--- config.mk ---
export PLATFORM = sky130hd
export DESIGN_NAME = sha1_message_digest_core
export DESIGN_NICKNAME = d
export VERILOG_FILES = /design/src/design/sha1md_pkg.sv /design/src/design/sha1md_msg.sv /design/src/design/sha1_message_digest_core.sv
export SDC_FILE = /design/constraint.sdc
export NUM_CORES = 2
export LEC_CHECK = 0
export ABC_AREA = 0
export BUFFER_PORTS_ARGS = -buffer_cell sky130_fd_sc_hd__buf_2
export CORE_MARGIN = 4
export CORE_UTILIZATION = 40
export DETAILED_ROUTE_END_ITERATION = 12
export PLACE_DENSITY = 0.66
export SYNTH_ARGS = -nofsm -noshare
export SYNTH_HDL_FRONTEND = slang
export SYNTH_SLANG_ARGS = --single-unit
--- constraint.sdc ---
create_clock -name i_clk -period 35.2 [get_ports i_clk]
set_clock_uncertainty 0.15 [all_clocks]
set_input_delay 1.76 -clock i_clk [delete_from_list [all_inputs] [get_ports i_clk]]
set_output_delay 1.76 -clock i_clk [all_outputs]
set_load 0.01 [all_outputs]
--- src/design/sha1md_pkg.sv ---
`timescale 1ns / 1ps

package sha1md_pkg;

    // digest geometry
    localparam int NUM_WORDS  = 5;
    localparam int NUM_ROUNDS = 80;
    localparam int SCHED_MEM  = 16;

    localparam logic [7:0] PAD_BYTE = 8'h80;

    // round constants
    localparam logic [31:0] K_0 = 32'h5A827999;
    localparam logic [31:0] K_1 = 32'h6ED9EBA1;
    localparam logic [31:0] K_2 = 32'h8F1BBCDC;
    localparam logic [31:0] K_3 = 32'hCA62C1D6;

    // chaining start values
    localparam logic [31:0] H_0 = 32'h67452301;
    localparam logic [31:0] H_1 = 32'hEFCDAB89;
    localparam logic [31:0] H_2 = 32'h98BADCFE;
    localparam logic [31:0] H_3 = 32'h10325476;
    localparam logic [31:0] H_4 = 32'hC3D2E1F0;

    typedef enum logic [2:0] {
        ST_IDLE,
        ST_PAD,
        ST_LOAD,
        ST_ROUND,
        ST_ADD,
        ST_OUT
    } t_state;

    // control from the sequencer to the message buffer
    typedef struct packed {
        logic       we;
        logic [5:0] waddr;
        logic [7:0] wdata;
        logic       rd_en;
        logic [3:0] rd_addr;
        logic       use_mem;
        logic       shift_en;
    } t_msg_ctl;

    function automatic logic [31:0] init_word(input logic [2:0] idx);
        logic [31:0] v;
        case (idx)
            3'd0:    v = H_0;
            3'd1:    v = H_1;
            3'd2:    v = H_2;
            3'd3:    v = H_3;
            3'd4:    v = H_4;
            default: v = H_0;
        endcase
        return v;
    endfunction

endpackage

--- src/design/sha1md_msg.sv ---
`timescale 1ns / 1ps

module sha1md_msg (
    input  logic                  i_clk,
    input  sha1md_pkg::t_msg_ctl  i_ctl,
    output logic [31:0]           o_w
);

    // block buffer, big-endian bytes inside each word
    logic [31:0] mem [sha1md_pkg::SCHED_MEM];
    logic [31:0] r_q;

    // last sixteen schedule words, r_w[15] is the newest
    logic [31:0] r_w [16];
    logic [31:0] w_mix;
    logic [31:0] w_exp;

    always_ff @(posedge i_clk) begin
        if (i_ctl.we) begin
            mem[i_ctl.waddr[5:2]][{~i_ctl.waddr[1:0], 3'b000} +: 8] <= i_ctl.wdata;
        end
        if (i_ctl.rd_en) begin
            r_q <= mem[i_ctl.rd_addr];
        end
    end

    assign w_mix = r_w[13] ^ r_w[8] ^ r_w[2] ^ r_w[0];
    assign w_exp = {w_mix[30:0], w_mix[31]};
    assign o_w   = i_ctl.use_mem ? r_q : w_exp;

    always_ff @(posedge i_clk) begin
        if (i_ctl.shift_en) begin
            for (int i = 0; i < 15; i++) begin
                r_w[i] <= r_w[i + 1];
            end
            r_w[15] <= o_w;
        end
    end

endmodule

--- src/design/sha1_message_digest_core.sv ---
`timescale 1ns / 1ps

// SHA-1 digest of a byte stream. One request carries at most one message byte plus an
// end-of-message mark; a request with no byte and the mark closes the message as it stands,
// including the empty message. A closing request yields five 32-bit digest words, most
// significant first, tagged with their index, after which the core starts a fresh message on
// its own. Bytes are taken one per cycle while the core is idle. Every 64th byte starts a
// compression (fetch the chaining words, 80 rounds on the single round unit, add back into
// the chaining memory), during which o_stall is high. A close writes the padding one byte
// per cycle through the same byte-wide buffer port (up to 64 bytes, 72 when an extra block
// is needed) with one or two compressions, then delivers the five words one at a time, each
// fetched only once the output register is free. The next message may be requested as soon
// as o_stall drops, while the last digest word may still sit in the output register.

module sha1_message_digest_core (
    input  logic        i_clk,
    input  logic        i_rst_n,

    input  logic        i_valid,
    output logic        o_stall,
    input  logic [7:0]  i_data_byte,
    input  logic        i_has_byte,
    input  logic        i_last_byte,

    output logic        o_valid,
    input  logic        i_stall,
    output logic [31:0] o_digest_word,
    output logic [2:0]  o_word_index,
    output logic        o_last_word
);

    localparam logic [6:0] LAST_ROUND = 7'(sha1md_pkg::NUM_ROUNDS - 1);
    localparam logic [6:0] WORD_STEPS = 7'(sha1md_pkg::NUM_WORDS);
    localparam logic [2:0] LAST_IDX   = 3'(sha1md_pkg::NUM_WORDS - 1);

    // sequencer state
    sha1md_pkg::t_state r_state, n_state;
    logic [6:0]  r_cnt, n_cnt;
    logic [5:0]  r_fill, n_fill;
    logic [63:0] r_bits, n_bits;
    logic        r_close, n_close;          // end mark seen for this message
    logic        r_pad_first, n_pad_first;  // 0x80 not yet written
    logic        r_len_ok, n_len_ok;        // length bytes go in this block
    logic        r_final, n_final;          // running compression is the last one

    // working variables a..e
    logic [31:0] r_wa, r_wb, r_wc, r_wd, r_we;
    logic [31:0] n_wa, n_wb, n_wc, n_wd, n_we;

    // chaining memory, entries read as the start values until written
    logic [31:0] chain_mem [sha1md_pkg::NUM_WORDS];
    logic [4:0]  r_chain_vld, n_chain_vld;
    logic [31:0] r_chain_q;
    logic [2:0]  r_chain_q_addr;
    logic        r_chain_q_vld;
    logic [31:0] chain_data;
    logic        chain_rd_en;
    logic [2:0]  chain_rd_addr;
    logic        chain_we;
    logic [2:0]  chain_waddr;
    logic [31:0] chain_wdata;

    // output register
    logic        r_out_valid, n_out_valid;
    logic [31:0] r_out_word, n_out_word;
    logic [2:0]  r_out_idx, n_out_idx;
    logic        r_out_pend, n_out_pend;
    logic [2:0]  r_pend_idx, n_pend_idx;
    logic        out_acc;
    logic        in_acc;

    // round datapath
    sha1md_pkg::t_msg_ctl msg_ctl;
    logic [31:0] w_t;
    logic [31:0] f_val;
    logic [31:0] k_val;
    logic [31:0] t_sum;
    logic [7:0]  len_byte;

    sha1md_msg u_msg (
        .i_clk (i_clk),
        .i_ctl (msg_ctl),
        .o_w   (w_t)
    );

    assign o_stall       = (r_state != sha1md_pkg::ST_IDLE);
    assign o_valid       = r_out_valid;
    assign o_digest_word = r_out_word;
    assign o_word_index  = r_out_idx;
    assign o_last_word   = (r_out_idx == LAST_IDX);

    assign in_acc  = i_valid && !o_stall;
    assign out_acc = r_out_valid && !i_stall;

    assign chain_data = r_chain_q_vld ? r_chain_q : sha1md_pkg::init_word(r_chain_q_addr);

    // length byte for buffer positions 56..63, most significant first
    assign len_byte = r_bits[{~r_fill[2:0], 3'b000} +: 8];

    // round function and constant by round group
    always_comb begin
        if (r_cnt < 7'd20) begin
            f_val = (r_wb & r_wc) | (~r_wb & r_wd);
            k_val = sha1md_pkg::K_0;
        end else if (r_cnt < 7'd40) begin
            f_val = r_wb ^ r_wc ^ r_wd;
            k_val = sha1md_pkg::K_1;
        end else if (r_cnt < 7'd60) begin
            f_val = (r_wb & r_wc) | (r_wb & r_wd) | (r_wc & r_wd);
            k_val = sha1md_pkg::K_2;
        end else begin
            f_val = r_wb ^ r_wc ^ r_wd;
            k_val = sha1md_pkg::K_3;
        end
    end

    assign t_sum = {r_wa[26:0], r_wa[31:27]} + f_val + r_we + k_val + w_t;

    // chaining memory, one write and one read port
    always_ff @(posedge i_clk) begin
        if (chain_we) begin
            chain_mem[chain_waddr] <= chain_wdata;
        end
        if (chain_rd_en) begin
            r_chain_q      <= chain_mem[chain_rd_addr];
            r_chain_q_addr <= chain_rd_addr;
            r_chain_q_vld  <= r_chain_vld[chain_rd_addr];
        end
    end

    always_ff @(posedge i_clk) begin
        if (!i_rst_n) begin
            r_state     <= sha1md_pkg::ST_IDLE;
            r_cnt       <= '0;
            r_fill      <= '0;
            r_bits      <= '0;
            r_close     <= 1'b0;
            r_pad_first <= 1'b1;
            r_len_ok    <= 1'b0;
            r_final     <= 1'b0;
            r_chain_vld <= '0;
            r_out_valid <= 1'b0;
            r_out_pend  <= 1'b0;
        end else begin
            r_state     <= n_state;
            r_cnt       <= n_cnt;
            r_fill      <= n_fill;
            r_bits      <= n_bits;
            r_close     <= n_close;
            r_pad_first <= n_pad_first;
            r_len_ok    <= n_len_ok;
            r_final     <= n_final;
            r_chain_vld <= n_chain_vld;
            r_out_valid <= n_out_valid;
            r_out_pend  <= n_out_pend;
        end
    end

    // payload registers
    always_ff @(posedge i_clk) begin
        r_wa       <= n_wa;
        r_wb       <= n_wb;
        r_wc       <= n_wc;
        r_wd       <= n_wd;
        r_we       <= n_we;
        r_out_word <= n_out_word;
        r_out_idx  <= n_out_idx;
        r_pend_idx <= n_pend_idx;
    end

    always_comb begin
        n_state     = r_state;
        n_cnt       = r_cnt;
        n_fill      = r_fill;
        n_bits      = r_bits;
        n_close     = r_close;
        n_pad_first = r_pad_first;
        n_len_ok    = r_len_ok;
        n_final     = r_final;
        n_wa        = r_wa;
        n_wb        = r_wb;
        n_wc        = r_wc;
        n_wd        = r_wd;
        n_we        = r_we;
        n_chain_vld = r_chain_vld;
        n_out_valid = r_out_valid && !out_acc;
        n_out_word  = r_out_word;
        n_out_idx   = r_out_idx;
        n_out_pend  = 1'b0;
        n_pend_idx  = r_pend_idx;

        chain_rd_en   = 1'b0;
        chain_rd_addr = r_cnt[2:0];
        chain_we      = 1'b0;
        chain_waddr   = r_cnt[2:0] - 3'd1;
        chain_wdata   = chain_data + r_wa;

        msg_ctl          = '0;
        msg_ctl.waddr    = r_fill;
        msg_ctl.wdata    = i_data_byte;
        msg_ctl.rd_addr  = r_cnt[3:0] + 4'd1;

        case (r_state)
            sha1md_pkg::ST_IDLE: begin
                if (in_acc) begin
                    if (i_has_byte) begin
                        msg_ctl.we = 1'b1;
                        n_fill     = r_fill + 6'd1;
                        n_bits     = r_bits + 64'd8;
                        n_close    = i_last_byte;
                        if (r_fill == 6'd63) begin
                            // block full: compress before padding, if any
                            n_state = sha1md_pkg::ST_LOAD;
                            n_cnt   = '0;
                        end else if (i_last_byte) begin
                            n_state = sha1md_pkg::ST_PAD;
                        end
                    end else if (i_last_byte) begin
                        // empty close
                        n_close = 1'b1;
                        n_state = sha1md_pkg::ST_PAD;
                    end
                end
            end

            sha1md_pkg::ST_PAD: begin
                msg_ctl.we = 1'b1;
                n_fill     = r_fill + 6'd1;
                if (r_pad_first) begin
                    msg_ctl.wdata = sha1md_pkg::PAD_BYTE;
                    n_pad_first   = 1'b0;
                    n_len_ok      = (r_fill[5:3] != 3'd7);
                end else if (r_len_ok && r_fill[5:3] == 3'd7) begin
                    msg_ctl.wdata = len_byte;
                end else begin
                    msg_ctl.wdata = 8'h00;
                end
                if (r_fill == 6'd63) begin
                    n_final = !r_pad_first && r_len_ok;
                    n_state = sha1md_pkg::ST_LOAD;
                    n_cnt   = '0;
                end
            end

            sha1md_pkg::ST_LOAD: begin
                // fetch chaining words into a..e, then the first buffer word
                chain_rd_en = (r_cnt < WORD_STEPS);
                if (r_cnt != 7'd0) begin
                    n_wa = r_wb;
                    n_wb = r_wc;
                    n_wc = r_wd;
                    n_wd = r_we;
                    n_we = chain_data;
                end
                if (r_cnt == WORD_STEPS) begin
                    msg_ctl.rd_en   = 1'b1;
                    msg_ctl.rd_addr = '0;
                    n_state         = sha1md_pkg::ST_ROUND;
                    n_cnt           = '0;
                end else begin
                    n_cnt = r_cnt + 7'd1;
                end
            end

            sha1md_pkg::ST_ROUND: begin
                msg_ctl.use_mem  = (r_cnt < 7'(sha1md_pkg::SCHED_MEM));
                msg_ctl.rd_en    = (r_cnt < 7'(sha1md_pkg::SCHED_MEM - 1));
                msg_ctl.shift_en = 1'b1;
                n_wa = t_sum;
                n_wb = r_wa;
                n_wc = {r_wb[1:0], r_wb[31:2]};
                n_wd = r_wc;
                n_we = r_wd;
                if (r_cnt == LAST_ROUND) begin
                    n_state = sha1md_pkg::ST_ADD;
                    n_cnt   = '0;
                end else begin
                    n_cnt = r_cnt + 7'd1;
                end
            end

            sha1md_pkg::ST_ADD: begin
                // read word j while writing back word j-1, a..e rotate each write
                chain_rd_en = (r_cnt < WORD_STEPS);
                if (r_cnt != 7'd0) begin
                    chain_we                 = 1'b1;
                    n_chain_vld[chain_waddr] = 1'b1;
                    n_wa = r_wb;
                    n_wb = r_wc;
                    n_wc = r_wd;
                    n_wd = r_we;
                    n_we = r_wa;
                end
                if (r_cnt == WORD_STEPS) begin
                    n_cnt = '0;
                    if (r_final) begin
                        n_state = sha1md_pkg::ST_OUT;
                    end else if (r_close) begin
                        // padding continues, extra block carries the length
                        n_state = sha1md_pkg::ST_PAD;
                        if (!r_pad_first) begin
                            n_len_ok = 1'b1;
                        end
                    end else begin
                        n_state = sha1md_pkg::ST_IDLE;
                    end
                end else begin
                    n_cnt = r_cnt + 7'd1;
                end
            end

            sha1md_pkg::ST_OUT: begin
                if (r_out_pend) begin
                    n_out_valid = 1'b1;
                    n_out_word  = chain_data;
                    n_out_idx   = r_pend_idx;
                    if (r_pend_idx == LAST_IDX) begin
                        // digest out: back to the start values
                        n_state     = sha1md_pkg::ST_IDLE;
                        n_cnt       = '0;
                        n_fill      = '0;
                        n_bits      = '0;
                        n_close     = 1'b0;
                        n_pad_first = 1'b1;
                        n_len_ok    = 1'b0;
                        n_final     = 1'b0;
                        n_chain_vld = '0;
                    end
                end else if (r_cnt < WORD_STEPS && (!r_out_valid || out_acc)) begin
                    chain_rd_en = 1'b1;
                    n_out_pend  = 1'b1;
                    n_pend_idx  = r_cnt[2:0];
                    n_cnt       = r_cnt + 7'd1;
                end
            end

            default: begin
                n_state = sha1md_pkg::ST_IDLE;
            end
        endcase
    end

    // a digest word lands only in an empty output register
    a_out_no_overwrite: assert property (
        @(posedge i_clk) disable iff (!i_rst_n)
        r_out_pend |-> !r_out_valid
    ) else $error("digest word loaded over an unconsumed word");

    // read-modify-write on the chaining memory never hits one entry twice in a cycle
    a_chain_no_collide: assert property (
        @(posedge i_clk) disable iff (!i_rst_n)
        (chain_we && chain_rd_en) |-> (chain_waddr != chain_rd_addr)
    ) else $error("chaining memory read and write to the same entry");

    // the round counter never runs past the last round
    a_round_range: assert property (
        @(posedge i_clk) disable iff (!i_rst_n)
        (r_state == sha1md_pkg::ST_ROUND) |-> (r_cnt <= LAST_ROUND)
    ) else $error("round counter out of range");

    // the buffer is never written while the schedule is being read out
    a_buf_quiet: assert property (
        @(posedge i_clk) disable iff (!i_rst_n)
        msg_ctl.we |-> !msg_ctl.rd_en && !msg_ctl.shift_en
    ) else $error("block buffer written during compression");

endmodule

==> flow_summary.ini <==
[run_status]
outcome = complete, no violations

[die]
start_util_pct = 40.2
core_area_mm2 = 0.163
die-area_mm2 = 0.170
rows = 148
die_w_um = 412
die_y_um = 412
pin_count = 52

[cts]
cts_made_buffers = 157
clk_path_buf_depth = 3
cts_tree = built
htree_levels = 4
root_buffer = clkbuf_16
hold_buffers = 0
clk_pin_slew_worst_paths_ps = 60
post-cts-setup-buffers = 0
cts.sinks = 1538
cts_resized = 0
insertion_delay_ps = 800

[yosys]
netlist.area_leader.share_pct = 66.5
yosysTopAreaCell = edfxtp_1
synth_edf_count = 1450
synthTopCellsByArea = edfxtp_1 67%, fa_1 3.7%, dfxtp_1 2.7%
ys_async_sr_fraction_pct = 0
yosys_warnings = 0
ys_ff_latch = 1538
synthTopCellsByCount = 1450 x edfxtp_1, 469 x nand2_1, 318 x nor2_1
synth-main-ff-cell = edfxtp_1
synth_cell_types = 83
synth_area_mm2 = 0.0654
syn_inst = 4530
ys_seq_area_share_pct = 69.2
yosysMostFrequentCell = edfxtp_1
synth.net_count = 4742
syn_avg_cell_area_um2 = 14.4

[job]
drv_cap = 0

[layout]
final_util_pct = 44.9
multi_input_area_mm2 = 0.0183
final_area_mm2 = 0.0731
fillers = 14100
stdcell_count = 6868
final-seq-area_mm2 = 0.0453
nets = 4780
drive_above_1_share_pct = 10.5
area_delta_synth_final_pct = 11.7

[worst_setup_path]
r2r_end = r_wa[26]
rrSetupSlack_ps = 27990
arrival_ps = 7510
crit_buf_inv = 3
required_ps = 35510
worst_setup_path_end_kind = flip-flop
crit_type = flip-flop to flip-flop
path_delay_family = compound AO/OA/AOI/OAI gates
critPathMaxFanout = 20
cp-start-kind = flip-flop
max_stage_delay_ps = 740
slowest_stage = clkinv_1
crit_chain = a41oi_1, nand2_1, buf_4, clkinv_1, a221oi_1, fa_1, fa_1, fa_1, inv_1, ha_1, a21oi_1, o2111ai_1, o21ai_0, nor3b_1, o31ai_1, a31o_2, a311oi_1, o31ai_1
r2r-start = r_cnt[4]
r2r_cells = 18
cpMostUsedCell = fa_1

[worst_hold_path]
min-delay-path-class = flip-flop to flip-flop
hold_depth = 0
hold_start = u_msg.r_w[15][27]
hold_end = u_msg.r_w[14][27]

[global_routing]
grt_pass1_vias = 36100
grt-ovfl-total = 0
antenna_found_initial = 4
grt_pass1_wl_um = 226000
track_usage_pct = 17.3
grt_max_degree = 161

[route]
num_vias = 37400
drtAntennaViolNets = 0
wl_per_cell_um = 21.8
routed_via_density = 5.44
drcViolationCount = 0
routed_wl_um = 150000
drtPass1Iterations = 6
drt_first_iter_violations = 4091

[timing]
hold_viol = 0
rsz0062_at_grt = no
finalSetupViolCount = 0
period_needed_ps = 7210
slew_headroom_pct = 17.3
fin_crit_sh_pct = 20.5
tns_ps = 0
fmax_mhz = 139
worst_pin_slew_ps = 1240
finalMaxSlewViolations = 0

[power_and_ir_drop]
total_power_uw = 4460
p_switching_uw = 1190
pwr-share-seq_pct = 48.2
power.leakage_uw = 0.0246
pwr-share-comb_pct = 15.1
clockPowerShare_pct = 36.8
internal_power_uw = 3270
swShare_pct = 26.6
powerDensity_mw_per_mm2 = 61.0
ir_worst_vdd_mv = 0.0493

[placement]
dpl.cell_count = 6584
port-buffer-count = 51
placed_cell_area_mm2 = 0.0680
gp_congestion = 0.887
place_hpwl_um = 96200
==> sequential cells by signal (all words and copies together) (netlist names), 61 cells and up <==
register	cells
r_bits	61
u_msg.mem	512
u_msg.r_w	512
chain_mem	160
==> how the worst max path moves through the flow <==
stage               start        to  slack, ps  cells past startpoint
2_1_floorplan  r_state[1]  r_we[30]      18420                      5
3_3_place_gp     r_cnt[4]  r_wa[28]      28140                     20
3_5_place_dp     r_cnt[4]  r_wa[28]      28030                     20
4_1_cts          r_cnt[4]  r_wa[26]      27990                     20
5_1_grt          r_cnt[4]  r_wa[26]      27500                     18
6_report         r_cnt[4]  r_wa[26]      27990                     18
==> cells by family (layout without fill, tap and decap cells) <==
family	Yosys count	count (layout)	synth area share (%)
AND/OR/NAND/NOR	1157	1157	8.11
XOR/XNOR	210	210	2.83
adder cells (fa/ha/maj)	198	198	5.17
flip-flops	1538	1538	69.2
other	0	4	0
buffers and inverters	495	654	2.90
multiplexers	161	161	3.96
AO/OA/AOI/OAI	771	771	7.80
==> per-layer routing <==
metal	global-route usage (%)	wire length, µm	up-vias
met1	24.8	65900	18900
met2	26.2	67800	1346
li1	-	-	16800
met5	0	0	-
met4	5.52	4420	0
met3	4.08	11500	282
==> area by class of cell <==
type                            instances  share of cell area, %
Inverter                              278                   1.44
Tap cell                             2175                   3.72
Clock inverter                         90                   1.33
Sequential cell                      1538                   62.0
Multi-Input combinational cell       2497                   25.1
Clock buffer                          190                   5.59
Timing Repair Buffer                   96                  0.828
Antenna cell                            4                 0.0137
==> placed cells by master (no fill, tap or decap), types with 13 or more instances in the layout <==
cell type	count
mux2_2	41
fa_1	121
o21ai_0	153
buf_2	51
a221o_1	26
ha_1	77
a211oi_1	110
a221oi_1	20
edfxtp_1	1450
or3_1	61
a21oi_1	192
o211ai_1	41
mux4_2	73
and2_1	70
o311ai_0	23
buf_4	44
nand3_1	54
a22oi_1	16
clkinv_1	30
nand4_1	17
xor2_1	57
clkinv_2	21
and3_1	20
inv_1	274
nor2b_1	34
a311oi_1	39
clkbuf_1	31
clkbuf_16	158
mux2i_1	46
xnor2_1	152
nand2_1	466
bufinv_16	13
nor2_1	313
dfxtp_1	85
nor3_1	50
a31oi_1	38
a21o_1	30
==> metrics by stage <==
stage                     setup slack, ps  hold slack [ps]
after global placement              28140              250
after CTS                           27990              217
after detailed placement            28030              255
final                               27990              237
after floorplan                     18420              250
after global routing                27500              235
==> worst register-to-register path: stages, from the launching register on <==
cell       delay (ps)
dfxtp_1           510
a41oi_1           390
nand2_1           150
buf_4             330
clkinv_1          760
a221oi_1          580
fa_1              510
fa_1              420
fa_1              550
inv_1              60
ha_1              290
a21oi_1           190
o2111ai_1         240
o21ai_0           280
nor3b_1           530
o31ai_1           240
a31o_2            310
a311oi_1          290
o31ai_1           100
==> power by group through the flow <==
stage / Sequential, µW / Clock, µW / Combinational [µW]
floorplan: 2180 / 0 / 470
global placement: 2180 / 0 / 651
detailed placement: 2190 / 0 / 663
CTS: 2150 / 1670 / 668
global route: 2150 / 1750 / 742
finish: 2150 / 1640 / 672
No activity file was read; power rests on OpenSTA's default activity.
